$ cat src/design/dipv4_pkg.sv
package dipv4_pkg;

  // width of the part accumulator, wraps modulo 2^ACC_WIDTH
  localparam int unsigned ACC_WIDTH = 32;

  // stream widths
  localparam int unsigned CHAR_WIDTH = 8;
  localparam int unsigned OUT_WIDTH  = 8;

  // character codes
  localparam logic [CHAR_WIDTH-1:0] CH_NUL   = 8'h00;
  localparam logic [CHAR_WIDTH-1:0] CH_DOT   = 8'h2e;
  localparam logic [CHAR_WIDTH-1:0] CH_ZERO  = 8'h30;
  localparam logic [CHAR_WIDTH-1:0] CH_NINE  = 8'h39;
  localparam logic [CHAR_WIDTH-1:0] CH_LO_A  = 8'h61;
  localparam logic [CHAR_WIDTH-1:0] CH_LO_F  = 8'h66;
  localparam logic [CHAR_WIDTH-1:0] CH_UP_A  = 8'h41;
  localparam logic [CHAR_WIDTH-1:0] CH_UP_F  = 8'h46;
  localparam logic [CHAR_WIDTH-1:0] CH_LO_X  = 8'h78;
  localparam logic [CHAR_WIDTH-1:0] CH_UP_X  = 8'h58;

  // limits on the last part for two, three and four parts, and on inner parts
  localparam logic [ACC_WIDTH-1:0] LIM_TWO   = ACC_WIDTH'(32'h00ff_ffff);
  localparam logic [ACC_WIDTH-1:0] LIM_THREE = ACC_WIDTH'(32'h0000_ffff);
  localparam logic [ACC_WIDTH-1:0] LIM_FOUR  = ACC_WIDTH'(32'h0000_00ff);
  localparam logic [ACC_WIDTH-1:0] LIM_INNER = ACC_WIDTH'(32'd255);

  // dot counts
  localparam logic [1:0] DOTS_ONE   = 2'd1;
  localparam logic [1:0] DOTS_TWO   = 2'd2;
  localparam logic [1:0] DOTS_THREE = 2'd3;

  typedef enum logic [1:0] {
    RADIX_DEC = 2'd0,
    RADIX_OCT = 2'd1,
    RADIX_HEX = 2'd2
  } radix_e;

  // parser state carried from one character to the next
  typedef struct packed {
    logic [ACC_WIDTH-1:0] part_value;
    logic [1:0]           dots_seen;
    radix_e               radix_code;
    logic                 part_start;
    logic                 after_leading_zero;
    logic                 previous_was_dot;
    logic                 string_start;
    logic                 rejected;
  } parse_state_t;

  localparam parse_state_t PARSE_RESET = '{
    part_value:         '0,
    dots_seen:          2'd0,
    radix_code:         RADIX_DEC,
    part_start:         1'b1,
    after_leading_zero: 1'b0,
    previous_was_dot:   1'b0,
    string_start:       1'b1,
    rejected:           1'b0
  };

endpackage

$ cat src/design/dipv4_parse.sv
module dipv4_parse import dipv4_pkg::*; (
  input  parse_state_t          state_i,
  input  logic [CHAR_WIDTH-1:0] char_i,
  output parse_state_t          state_o,
  output logic                  verdict_o
);

  logic                 is_digit;
  logic                 is_lower_hex;
  logic                 is_upper_hex;
  logic                 is_x;
  logic [3:0]           digit_val;
  logic [ACC_WIDTH-1:0] scaled;
  logic [ACC_WIDTH-1:0] accum;
  logic                 skip_prefix;

  // character classes
  always_comb begin
    is_digit     = (char_i >= CH_ZERO) && (char_i <= CH_NINE);
    is_lower_hex = (char_i >= CH_LO_A) && (char_i <= CH_LO_F);
    is_upper_hex = (char_i >= CH_UP_A) && (char_i <= CH_UP_F);
    is_x         = (char_i == CH_LO_X) || (char_i == CH_UP_X);
    // letters a-f and A-F both carry 1..6 in the low nibble
    digit_val    = is_digit ? char_i[3:0] : char_i[3:0] + 4'd9;
  end

  // shift-add of the part value by the current radix
  always_comb begin
    case (state_i.radix_code)
      RADIX_HEX: scaled = state_i.part_value << 4;
      RADIX_OCT: scaled = state_i.part_value << 3;
      default:   scaled = (state_i.part_value << 3) + (state_i.part_value << 1);
    endcase
    accum = scaled + ACC_WIDTH'(digit_val);
  end

  // verdict for the string ending with this beat
  always_comb begin
    verdict_o = 1'b1;
    if (state_i.rejected || state_i.previous_was_dot) begin
      verdict_o = 1'b0;
    end else begin
      case (state_i.dots_seen)
        DOTS_ONE:   verdict_o = state_i.part_value <= LIM_TWO;
        DOTS_TWO:   verdict_o = state_i.part_value <= LIM_THREE;
        DOTS_THREE: verdict_o = state_i.part_value <= LIM_FOUR;
        default:    verdict_o = 1'b1;
      endcase
    end
  end

  // next parser state
  always_comb begin
    state_o     = state_i;
    skip_prefix = state_i.after_leading_zero && is_x;
    if (char_i == CH_NUL) begin
      state_o = PARSE_RESET;
    end else if (!state_i.rejected) begin
      state_o.after_leading_zero = 1'b0;
      if (skip_prefix) begin
        state_o.radix_code = RADIX_HEX;
      end else if (state_i.part_start && char_i == CH_ZERO) begin
        // leading zero opens an octal part
        state_o.part_start         = 1'b0;
        state_o.after_leading_zero = 1'b1;
        state_o.radix_code         = RADIX_OCT;
        state_o.part_value         = '0;
        state_o.previous_was_dot   = 1'b0;
        state_o.string_start       = 1'b0;
      end else if (is_digit ||
                   (state_i.radix_code == RADIX_HEX && (is_lower_hex || is_upper_hex))) begin
        state_o.part_value       = accum;
        state_o.part_start       = 1'b0;
        state_o.previous_was_dot = 1'b0;
        state_o.string_start     = 1'b0;
      end else if (char_i == CH_DOT) begin
        if (state_i.string_start || state_i.previous_was_dot ||
            state_i.part_value > LIM_INNER || state_i.dots_seen == DOTS_THREE) begin
          state_o.rejected = 1'b1;
        end else begin
          state_o.dots_seen        = state_i.dots_seen + 2'd1;
          state_o.part_value       = '0;
          state_o.radix_code       = RADIX_DEC;
          state_o.part_start       = 1'b1;
          state_o.previous_was_dot = 1'b1;
          state_o.string_start     = 1'b0;
        end
      end else begin
        state_o.rejected = 1'b1;
      end
    end
  end

endmodule

$ cat config.mk
export PLATFORM = sky130hd
export DESIGN_NAME = dipv4_parse
export DESIGN_NICKNAME = d
export VERILOG_FILES = /design/src/design/dipv4_pkg.sv /design/src/design/dipv4_parse.sv
export SDC_FILE = /design/constraint.sdc
export NUM_CORES = 1
export LEC_CHECK = 0
export BUFFER_PORTS_ARGS = -buffer_cell sky130_fd_sc_hd__buf_2
export CORE_MARGIN = 1.5
export CORE_UTILIZATION = 29
export DETAILED_ROUTE_END_ITERATION = 8
export SETUP_SLACK_MARGIN = 0.4
export SYNTH_ARGS = -nofsm -noshare
export SYNTH_HDL_FRONTEND = slang
export SYNTH_SLANG_ARGS = --single-unit
$ cat constraint.sdc
create_clock -name vclk -period 11.87
set_clock_uncertainty 0.15 [all_clocks]
set_input_delay 1.7805 -clock vclk [all_inputs]
set_output_delay 1.7805 -clock vclk [all_outputs]
set_load 0.005 [all_outputs]
Word-level counts from Yosys, hierarchy flattened
Index checks and enable logic that the tools add are counted.
{"block": "totals", "regBits": 0, "wordCells": 63}
{"block": "op_classes", "addsub": 4, "n_lt_le_gt_ge": 10, "n_eq_ne": 9, "mux": 26, "n_reduce_logical": 14}
{"operator": "two-way mux 41 bit", "count": 2}
{"operator": "two-way mux 37 bit", "count": 2}
{"operator": "two-way mux 32 bit", "count": 2}
{"operator": "one-hot mux 32 bit (2 select lines)", "count": 1}
{"operator": "two-way mux 34 bit", "count": 1}
{"operator": "adder 32 bit", "count": 1}
{"operator": "adder 32 x 4 -> 32 bit", "count": 1}
{"operator": "> comparator 32 x 8 -> 1 bit (second input constant)", "count": 1}
{"operator": "<= comparator 32 x 16 -> 1 bit (second input constant)", "count": 1}
{"operator": "<= comparator 32 x 24 -> 1 bit (second input constant)", "count": 1}
{"operator": "<= comparator 32 x 8 -> 1 bit (second input constant)", "count": 1}
{"operator": "== test 8 x 6 -> 1 bit (second input constant)", "count": 2}
{"operator": "== test 8 x 7 -> 1 bit (second input constant)", "count": 2}
{"operator": "greater-or-equal comparator 8 x 7 -> 1 bit (second input constant)", "count": 2}
{"operator": "<= comparator 8 x 7 -> 1 bit (second input constant)", "count": 2}
{"operator": "two-way mux 2 bit", "count": 6}
{"operator": "greater-or-equal comparator 8 x 6 -> 1 bit (second input constant)", "count": 1}
{"operator": "<= comparator 8 x 6 -> 1 bit (second input constant)", "count": 1}
{"operator": "logical NOT 8 bit", "count": 1}
{"operator": "two-way mux 4 bit", "count": 2}
{"operator": "logical OR 1 bit", "count": 7}
{"operator": "two-way mux 1 bit", "count": 7}
{"operator": "== test 2 bit (second input constant)", "count": 3}
{"operator": "logical AND 1 bit", "count": 6}
{"operator": "other kinds (6)", "count": 7}

Longest topological paths before layout
{"block": "logic_depth", "word_depth": 10, "ltp_mapped": 18}

Worst setup path after synthesis
OpenSTA, ideal clock, no wires.
{"block": "synth_path", "path_type": "input -> output", "from": "input port state_i[5] in the netlist's numbering", "to": "output port state_o[37] in the netlist's numbering", "t_arrival_ns": 5.862, "t_required_ns": 9.939, "setup_slack_ns": 4.077, "path_stages": 17, "n_path_buf": 6, "path_cell_list": "inv_1 > ha_1 > buf_2 > buf_1 > clkbuf_1 > buf_1 > buf_1 > clkbuf_1 > o21ai_0 > ha_1 > a21oi_1 > nor4_4 > nand3_1 > nor4_2 > nand3b_1 > or4_1 > nand3_1"}
{"element": "start, declared", "line": "dipv4_parse.sv:2", "rtl": "input parse_state_t state_i,"}
{"element": "end, declared", "line": "dipv4_parse.sv:4", "rtl": "output parse_state_t state_o,"}

==> reports/metrics.csv <==
metric;value;unit
finalNetCount;772;
utilization;34.3;%
wl_per_cell;16.5;um
final-max-slew-violation-count;0;
grt_first_pass_wirelength;23.0;mm
grt_setup_unrepaired;no;
antenna-diode-count;0;
largest_area_contributor_in_the_synthesized_netlist;sky130_fd_sc_hd__ha_1;
reg_area;0;um^2
post-route-cell-area;0.00460;mm^2
slew_at_the_pin_closest_to_its_max_slew_limit;1.14;ns
worstSetupEndpoint;state_o[40];
slew_headroom;23.9;%
synth_area_leaders;sky130_fd_sc_hd__ha_1, sky130_fd_sc_hd__nor2_1, sky130_fd_sc_hd__nand2_1;
worstPathCellList;buf_2 > inv_1 > ha_2 > buf_4 > o311ai_0 > nor4b_1 > o211ai_2 > nor4_1 > nand3_1 > or4b_1 > o31a_1 > o31ai_1 > buf_2;
worst_ir_drop_vdd;0.0137;mV
synth_top_area_share;13.0;%
achievable-frequency;0.131;GHz
worst_hold_path_type;in -> out;
drcViolationCount;0;
drv.max_cap_violation_count;0;
synth_sequential_area_ratio;0;%
die_w;121;um
worst_case_setup_slack_after_placement;4.26;ns
grt_antenna_before_repair;0;
avgSynthCellArea;6.52;um^2
synthDistinctLibCells;72;
crit_start;state_i[5];
path_class;in -> out;
detailroute.via_count;5033;
placeableCoreArea;0.0134;mm^2
powerDensity;51.0;mW/mm^2
critical_path_cell_count;13;
area_of_the_multi_input_gates;0.00381;mm^2
cts_hold_repair.buffers;0;
vias_per_cell;5.90;
nClkBuffers;0;
synth_nets;712;
die_h;121;um
postCtsResizedCells;0;
post_cts_buffers;0;
grt_total_usage;18.6;%
crit_slowest_cell;sky130_fd_sc_hd__or4b_1;
report.final.hold_viol_count;0;
die-area;0.0146;mm^2
crit_path_start_kind;primary input;
post-route-worst-setup-slack;4.22;ns
critPathCaptureType;output port;
first_global_vias;4541;
commonest_cells_after_routing_fill_and_taps_aside;sky130_fd_sc_hd__buf_2, sky130_fd_sc_hd__nor2_1, sky130_fd_sc_hd__nand2_1, sky130_fd_sc_hd__ha_1, sky130_fd_sc_hd__a21oi_1;
netlist_instances;619;
crit_required;9.94;ns
timing.critical_path.mode_cell;sky130_fd_sc_hd__buf_2;
postRouteAntennaNets;0;
leakagePower;1.91;nW
global_route.overflow_total;0;
initial_core_util;30.1;%
setup_viol_count_final;0;
count_of_pins_on_the_block_boundary;91;
setup_tns;0;ns
max_stage_delay;0.58;ns
min_period;7.65;ns
worst_path_arrival_time;5.72;ns
drt_pre_antenna_iters;5;
filler_cell_count;1477;
yosys_warnings;0;
timing.critical_path.fanout_max;73;
dpl-instance-area;0.00460;mm^2
routed_wl;14.1;mm
largest_net_degree_at_the_start_of_global_routing;74;
sequential_cell_total;0;
flow.area_growth_from_synthesis;14.0;%
post_route_cells_drive_above_1_share;17.6;%
io_buffers;91;
cp_num_buf_inv;4;
drt_first_iter_violations;403;
crit_family;simple AND/OR/NAND/NOR gates;
final_min_period_over_clock_period;64.4;%
syn-cell-area;0.00404;mm^2
gp_routability_congestion;0.934;
detailed_placer_s_ending_hpwl;11.1;mm
result_of_the_run;finished clean;
row_count;42;
layout_commonest_cell;sky130_fd_sc_hd__buf_2;
[cells by family (layout without fill, tap and decap cells)]
group / after synthesis / after routing / synth area share [%]
buffers and inverters: 59 / 117 / 5.64
AOI/OAI and AO/OA: 211 / 211 / 37.4
muxes: 12 / 12 / 3.13
adders and majority gates: 44 / 44 / 14.0
and+or+nand+nor: 258 / 258 / 32.2
xor gates and xnor gates: 35 / 35 / 7.60
[power breakdown]
part           total (mW)  internal, mW  switching (mW)
clock network           0             0               0
logic               0.235        0.0905           0.144
registers               0             0               0
total               0.235        0.0905           0.144
[per-stage QoR]
step / power, mW / std cells / hold slack (ns)
after floorplan: 0.166 / 619 / 3.45
after global placement: 0.232 / 853 / 3.68
after detailed placement: 0.230 / 853 / 3.68
after CTS: 0.231 / 853 / 3.68
after global routing: 0.260 / 853 / 3.70
final: 0.235 / 853 / 3.68
[Yosys cell counts, types with 7 or more instances]
| master | number |
|---|---|
| sky130_fd_sc_hd__nor2_1 | 73 |
| sky130_fd_sc_hd__nand2_1 | 64 |
| sky130_fd_sc_hd__ha_1 | 42 |
| sky130_fd_sc_hd__a21oi_1 | 38 |
| sky130_fd_sc_hd__o21ai_0 | 37 |
| sky130_fd_sc_hd__a22oi_1 | 29 |
| sky130_fd_sc_hd__nand3_1 | 28 |
| sky130_fd_sc_hd__clkbuf_1 | 25 |
| sky130_fd_sc_hd__inv_1 | 22 |
| sky130_fd_sc_hd__xnor2_1 | 19 |
| sky130_fd_sc_hd__xor2_1 | 16 |
| sky130_fd_sc_hd__nor3_1 | 14 |
| sky130_fd_sc_hd__nand4_1 | 12 |
| sky130_fd_sc_hd__a221oi_1 | 11 |
| sky130_fd_sc_hd__a31oi_1 | 11 |
| sky130_fd_sc_hd__a21o_1 | 10 |
| sky130_fd_sc_hd__and2_1 | 9 |
| sky130_fd_sc_hd__a211oi_1 | 8 |
| sky130_fd_sc_hd__a221o_1 | 8 |
| sky130_fd_sc_hd__and3_1 | 8 |
| sky130_fd_sc_hd__nor4_1 | 8 |
| sky130_fd_sc_hd__buf_1 | 7 |
| sky130_fd_sc_hd__mux2i_1 | 7 |
| sky130_fd_sc_hd__nand2b_1 | 7 |
| sky130_fd_sc_hd__or3_1 | 7 |
| sky130_fd_sc_hd__or4_1 | 7 |
[worst min path at each step]
stage          startpoint   endpoint  slack (ns)  cells after the start
5_1_grt        state_i[2]  verdict_o        3.70                      3
3_3_place_gp   state_i[2]  verdict_o        3.68                      3
4_1_cts        state_i[2]  verdict_o        3.68                      3
3_5_place_dp   state_i[2]  verdict_o        3.68                      3
6_report       state_i[2]  verdict_o        3.68                      3
2_1_floorplan  state_i[2]  verdict_o        3.45                      1
[layer usage]
metal	GRT usage, %	wire length (um)	part of all wire [%]
met5	0	0	0
met2	29.3	6050	43
met1	28.7	6770	48
met4	2.28	88	0.63
met3	0.799	1160	8.2
[area by class of cell]
type	instances	area share (%)
inverters	22	1.79
well taps	176	4.79
repair buffers	95	10.5
multi-input cells	560	82.9
No activity file was read; power rests on OpenSTA's default activity.
